$ cat config.mk
export PLATFORM = sky130hd
export DESIGN_NAME = scs_ctrl
export DESIGN_NICKNAME = d
export VERILOG_FILES = /design/src/scs_pkg.sv /design/src/scs_ctrl.sv
export SDC_FILE = /design/constraint.sdc
export NUM_CORES = 1
export LEC_CHECK = 0
export ABC_CLOCK_PERIOD_IN_PS = 2250
export BUFFER_PORTS_ARGS = -buffer_cell sky130_fd_sc_hd__buf_2
export CORE_AREA = 10 10 47 49
export DETAILED_ROUTE_END_ITERATION = 12
export DIE_AREA = 0 0 57 59
export HOLD_SLACK_MARGIN = 0.06
export PLACE_DENSITY = 0.7
export SYNTH_ARGS = -nofsm -noshare
export SYNTH_HDL_FRONTEND = slang
export SYNTH_SLANG_ARGS = --single-unit
$ cat constraint.sdc
create_clock -name i_clk -period 2.25 [get_ports i_clk]
set_clock_uncertainty 0.2 [all_clocks]
set_input_delay 0 -clock i_clk [delete_from_list [all_inputs] [get_ports i_clk]]
set_output_delay 0 -clock i_clk [all_outputs]
set_load 0.005 [all_outputs]
$ cat src/scs_pkg.sv
// Shared widths, codes and control structs for the segment coverage statistics block.
package scs_pkg;

    localparam int MAX_LEN_DEF = 65536;
    localparam int POS_W       = 17;
    localparam int COV_W       = 16;
    localparam int FRAC_W      = 16;
    localparam int SUM_W       = 32;
    localparam int VAR_W       = 46;
    localparam int SD_W        = 32;
    localparam int CV_W        = 26;
    localparam int ACC_W       = 82;
    localparam int DIVS_W      = 32;
    localparam int RAD_W       = VAR_W + FRAC_W;
    localparam int ROOT_W      = RAD_W / 2;
    localparam int LIM_W       = 25;

    localparam logic [1:0] DIV_MEAN = 2'd0;
    localparam logic [1:0] DIV_VAR  = 2'd1;
    localparam logic [1:0] DIV_CV   = 2'd2;

    typedef struct packed {
        logic       accept;
        logic       clr_step;
        logic       div_start;
        logic [1:0] div_sel;
        logic       pass_issue;
        logic       sqrt_start;
        logic       out_load;
    } t_cmd;

    typedef struct packed {
        logic clear_last;
        logic n_zero;
        logic issue_done;
        logic pipe_empty;
        logic div_done;
        logic sqrt_done;
        logic mean_zero;
        logic out_free;
    } t_sts;

endpackage

$ cat src/scs_ctrl.sv
// Controller: sequences store clearing, sample intake and the statistics pass.
module scs_ctrl (
    input  logic          i_clk,
    input  logic          i_rst_n,
    input  logic          i_in_valid,
    input  logic          i_last,
    output logic          o_in_stall,
    output scs_pkg::t_cmd o_cmd,
    input  scs_pkg::t_sts i_sts
);
    import scs_pkg::*;

    localparam logic [3:0] S_CLEAR  = 4'd0;
    localparam logic [3:0] S_IDLE   = 4'd1;
    localparam logic [3:0] S_MEANST = 4'd2;
    localparam logic [3:0] S_MEANW  = 4'd3;
    localparam logic [3:0] S_PASS   = 4'd4;
    localparam logic [3:0] S_VARST  = 4'd5;
    localparam logic [3:0] S_VARW   = 4'd6;
    localparam logic [3:0] S_SQST   = 4'd7;
    localparam logic [3:0] S_SQW    = 4'd8;
    localparam logic [3:0] S_CVST   = 4'd9;
    localparam logic [3:0] S_CVW    = 4'd10;
    localparam logic [3:0] S_OUT    = 4'd11;

    logic [3:0] r_state;
    logic [3:0] n_state;

    always_ff @(posedge i_clk) begin
        if (!i_rst_n) begin
            r_state <= S_CLEAR;
        end else begin
            r_state <= n_state;
        end
    end

    always_comb begin
        n_state = r_state;
        o_cmd   = '0;
        o_in_stall = r_state != S_IDLE;
        case (r_state)
            S_CLEAR: begin
                o_cmd.clr_step = 1'b1;
                if (i_sts.clear_last) begin
                    n_state = S_IDLE;
                end
            end
            S_IDLE: begin
                o_cmd.accept = i_in_valid;
                if (i_in_valid && i_last) begin
                    n_state = S_MEANST;
                end
            end
            S_MEANST: begin
                if (i_sts.n_zero) begin
                    n_state = S_OUT;
                end else begin
                    o_cmd.div_start = 1'b1;
                    o_cmd.div_sel   = DIV_MEAN;
                    n_state = S_MEANW;
                end
            end
            S_MEANW: begin
                if (i_sts.div_done) begin
                    n_state = S_PASS;
                end
            end
            S_PASS: begin
                o_cmd.pass_issue = !i_sts.issue_done;
                if (i_sts.issue_done && i_sts.pipe_empty) begin
                    n_state = S_VARST;
                end
            end
            S_VARST: begin
                o_cmd.div_start = 1'b1;
                o_cmd.div_sel   = DIV_VAR;
                n_state = S_VARW;
            end
            S_VARW: begin
                if (i_sts.div_done) begin
                    n_state = S_SQST;
                end
            end
            S_SQST: begin
                o_cmd.sqrt_start = 1'b1;
                n_state = S_SQW;
            end
            S_SQW: begin
                if (i_sts.sqrt_done) begin
                    n_state = i_sts.mean_zero ? S_OUT : S_CVST;
                end
            end
            S_CVST: begin
                o_cmd.div_start = 1'b1;
                o_cmd.div_sel   = DIV_CV;
                n_state = S_CVW;
            end
            S_CVW: begin
                if (i_sts.div_done) begin
                    n_state = S_OUT;
                end
            end
            S_OUT: begin
                if (i_sts.out_free) begin
                    o_cmd.out_load = 1'b1;
                    n_state = S_IDLE;
                end
            end
            default: begin
                n_state = S_CLEAR;
            end
        endcase
    end

endmodule

==> flow_summary.ini <==
[finish]
fin_nets = 94
layout.cells.most_common = buf_2
regMostFlops = r_state
syn2layout_area_growth_pct = 29.0
layout_common_cells = buf_2 (20), nand2_1 (8), dfxtp_1 (4)
largest_reg_flops = 4
insertedDiodeCount = 0
n_fill_cell = 146
drive_gt1_share_pct = 30.0
top_regs = r_state (4)
final-instance-count-excl-fill = 96

[route]
wl_per_cell_um = 12.4
viasPerCell = 5.04
drc_errors = 0
vias = 484
drt-initial-drc-count = 10
dr.pass1.iters = 4
finalWirelength_mm = 1.19
ant_nets = 0

[logic_synthesis]
synth.avg_cell_area_um2 = 7.63
synth_area_leaders = dfxtp_1 (17%), mux2i_1 (6.6%), nand2_1 (6.6%), buf_6 (4.9%), nand4_4 (4.6%)
synthesis.area_um2 = 458
synth_top_area_share_pct = 17.5
synth.distinct_cells = 33
yosysTopAreaCell = dfxtp_1
synth_nets = 72
synth_cells = 60
synth.yosys.seq_area_share_pct = 17.5
ys_ff_latch = 4
synth_warnings = 0

[clock_network]
cts_buffer_depth = 2
htree_num_levels = 1
clk_pin_slew_ns = 0.04
cts_resized = 0
cts_made_buffers = 3
cts-root-buf = clkbuf_4
cts.sinks = 4
cts_tree = yes
clkLatencyLatePin_ns = 0.23

[global_routing]
grt_antenna_before_repair = 0
grt_first_pass_wirelength_mm = 2.04
grt_pass1_vias = 467
track_usage_pct = 7.28
grt_max_degree = 20
gr-total-overflow = 0

[worst_setup_path]
crit_fanout = 17
cp_data_arrival_time_ns = 1.91
start_kind = flop
endpoint_kind = flop
worst_ep_required_time_ns = 2.20
path_class = reg -> reg

[sta]
fin_tns_setup_ns = 0
finalSetupViolations = 0
layout_worst_path_cycle_share_pct = 86.9
fmaxAchievable_mhz = 512
tightest_slew_ns = 0.562
finalMaxSlewViolations = 0
rsz0062_at_grt = no
relSlewSlack_pct = 62.5
min_period_ns = 1.95
finalHoldViolCount = 0

[run_status]
status = complete, no violations

[power_and_ir_drop]
power_density_nw_per_um2 = 894
vdd_drop_max_uv = 345
leakagePower_nw = 0.281

[floorplanning]
num_io_pins = 21
die_area_um2 = 3360
fp.dieW_um = 57
core_area_um2 = 1400
start_util_pct = 32.7
die_h_um = 59
std_cell_rows = 14

[job]
drv_cap = 0

[place]
place_inst = 90
routabilityCongestion = 0.785
post-dp-hpwl_um = 892
io_buffers = 20

[worst_hold_path]
hp-class = in -> reg
layer usage:
metal	routed length (um)	global-route usage, %	up-vias	part of all wire [%]
met4	24	5.03	0	2.0
met1	621	9.32	205	52
met5	0	0	-	0
met3	75	2.58	2	6.3
met2	466	9.77	19	39
li1	-	-	258	-
timing repair:
action | 4_1_cts | 5_1_grt
buffers inserted | 0 | 0
hold buffers | 3 | 0
hold endpoints to repair | 5 | 0
cells in the mapped netlist:
library cell and count:
nand2_1 8, dfxtp_1 4, and2_1 3, mux2i_1 3, nor2b_1 3, a21o_1 2
a21oi_1 2, buf_2 2, buf_6 2, clkbuf_1 2, inv_1 2, nand3_1 2
nor2_1 2, nor3_1 2, nor4b_1 2, or4b_1 2, a211o_1 1, a21boi_0 1
a22oi_1 1, and3_1 1, and4_1 1, nand2b_1 1, nand4_4 1, nand4b_1 1
nor3b_1 1, nor4_1 1, o2111ai_1 1, o21ai_0 1, o21bai_1 1, o2bb2ai_1 1
o31ai_1 1, or4_1 1, xor2_1 1
worst paths after layout:
| path | start | endpoint | cells after the start | slack, ns |
|---|---|---|---|---|
| worst min register to register | r_state[1]$_SDFFE_PN0P_ | r_state[1]$_SDFFE_PN0P_ | 2 | 0.47 |
| worst max-delay path | r_state[0]$_SDFFE_PN0P_ | r_state[1]$_SDFFE_PN0P_ | 4 | 0.30 |
| worst max register to register | r_state[0]$_SDFFE_PN0P_ | r_state[1]$_SDFFE_PN0P_ | 4 | 0.30 |
| worst min-delay path | i_sts[4] | r_state[2]$_SDFFE_PN0P_ | 4 | 0.08 |
critical path: stages (launching register included):
cell     delay (ns)
dfxtp_1        0.63
nor4b_1        0.47
a22oi_1        0.22
nand4_4        0.17
mux2i_1        0.20
cell type report:
class	instances	area [um2]	share of cell area [%]
Inverter	2	7.51	1.27
Clock buffer	3	22.5	3.81
Sequential cell	4	80.1	13.6
Multi-Input combinational cell	48	330	55.9
Timing Repair Buffer	23	130	22.0
Tap cell	16	20.0	3.39
report_power, final:
| group | internal, mW | switching [mW] |
|---|---|---|
| Clock | 0.0595 | 0.0263 |
| Sequential | 0.0920 | 0.0809 |
| Combinational | 0.149 | 0.120 |
| Total | 0.301 | 0.227 |
cells by family (layout without fill, tap and decap cells):
kind of cell              after synthesis  in the layout  synth area share, %
and+or+nand+nor                        32             32                 44.8
buffers and inverters                   8             28                 10.4
AOI/OAI and AO/OA                      12             12                 18.9
muxes                                   3              3                 6.56
xor gates and xnor gates                1              1                 1.91
DFF                                     4              4                 17.5
per-stage QoR:
step	worst slack [ns]	area (um2)	hold slack, ns	power, mW	utilization, %
detailed placement	0.313	538	0.0411	0.439	38.4
CTS	0.292	591	0.0753	0.533	42.1
floorplan	0.576	458	-0.169	0.393	-
global placement	0.356	538	0.0436	0.436	38.4
finish	0.295	591	0.0780	0.528	42.1
global route	0.0688	591	0.0957	0.584	42.1
Note: power is estimated with default switching activity, not from simulation.
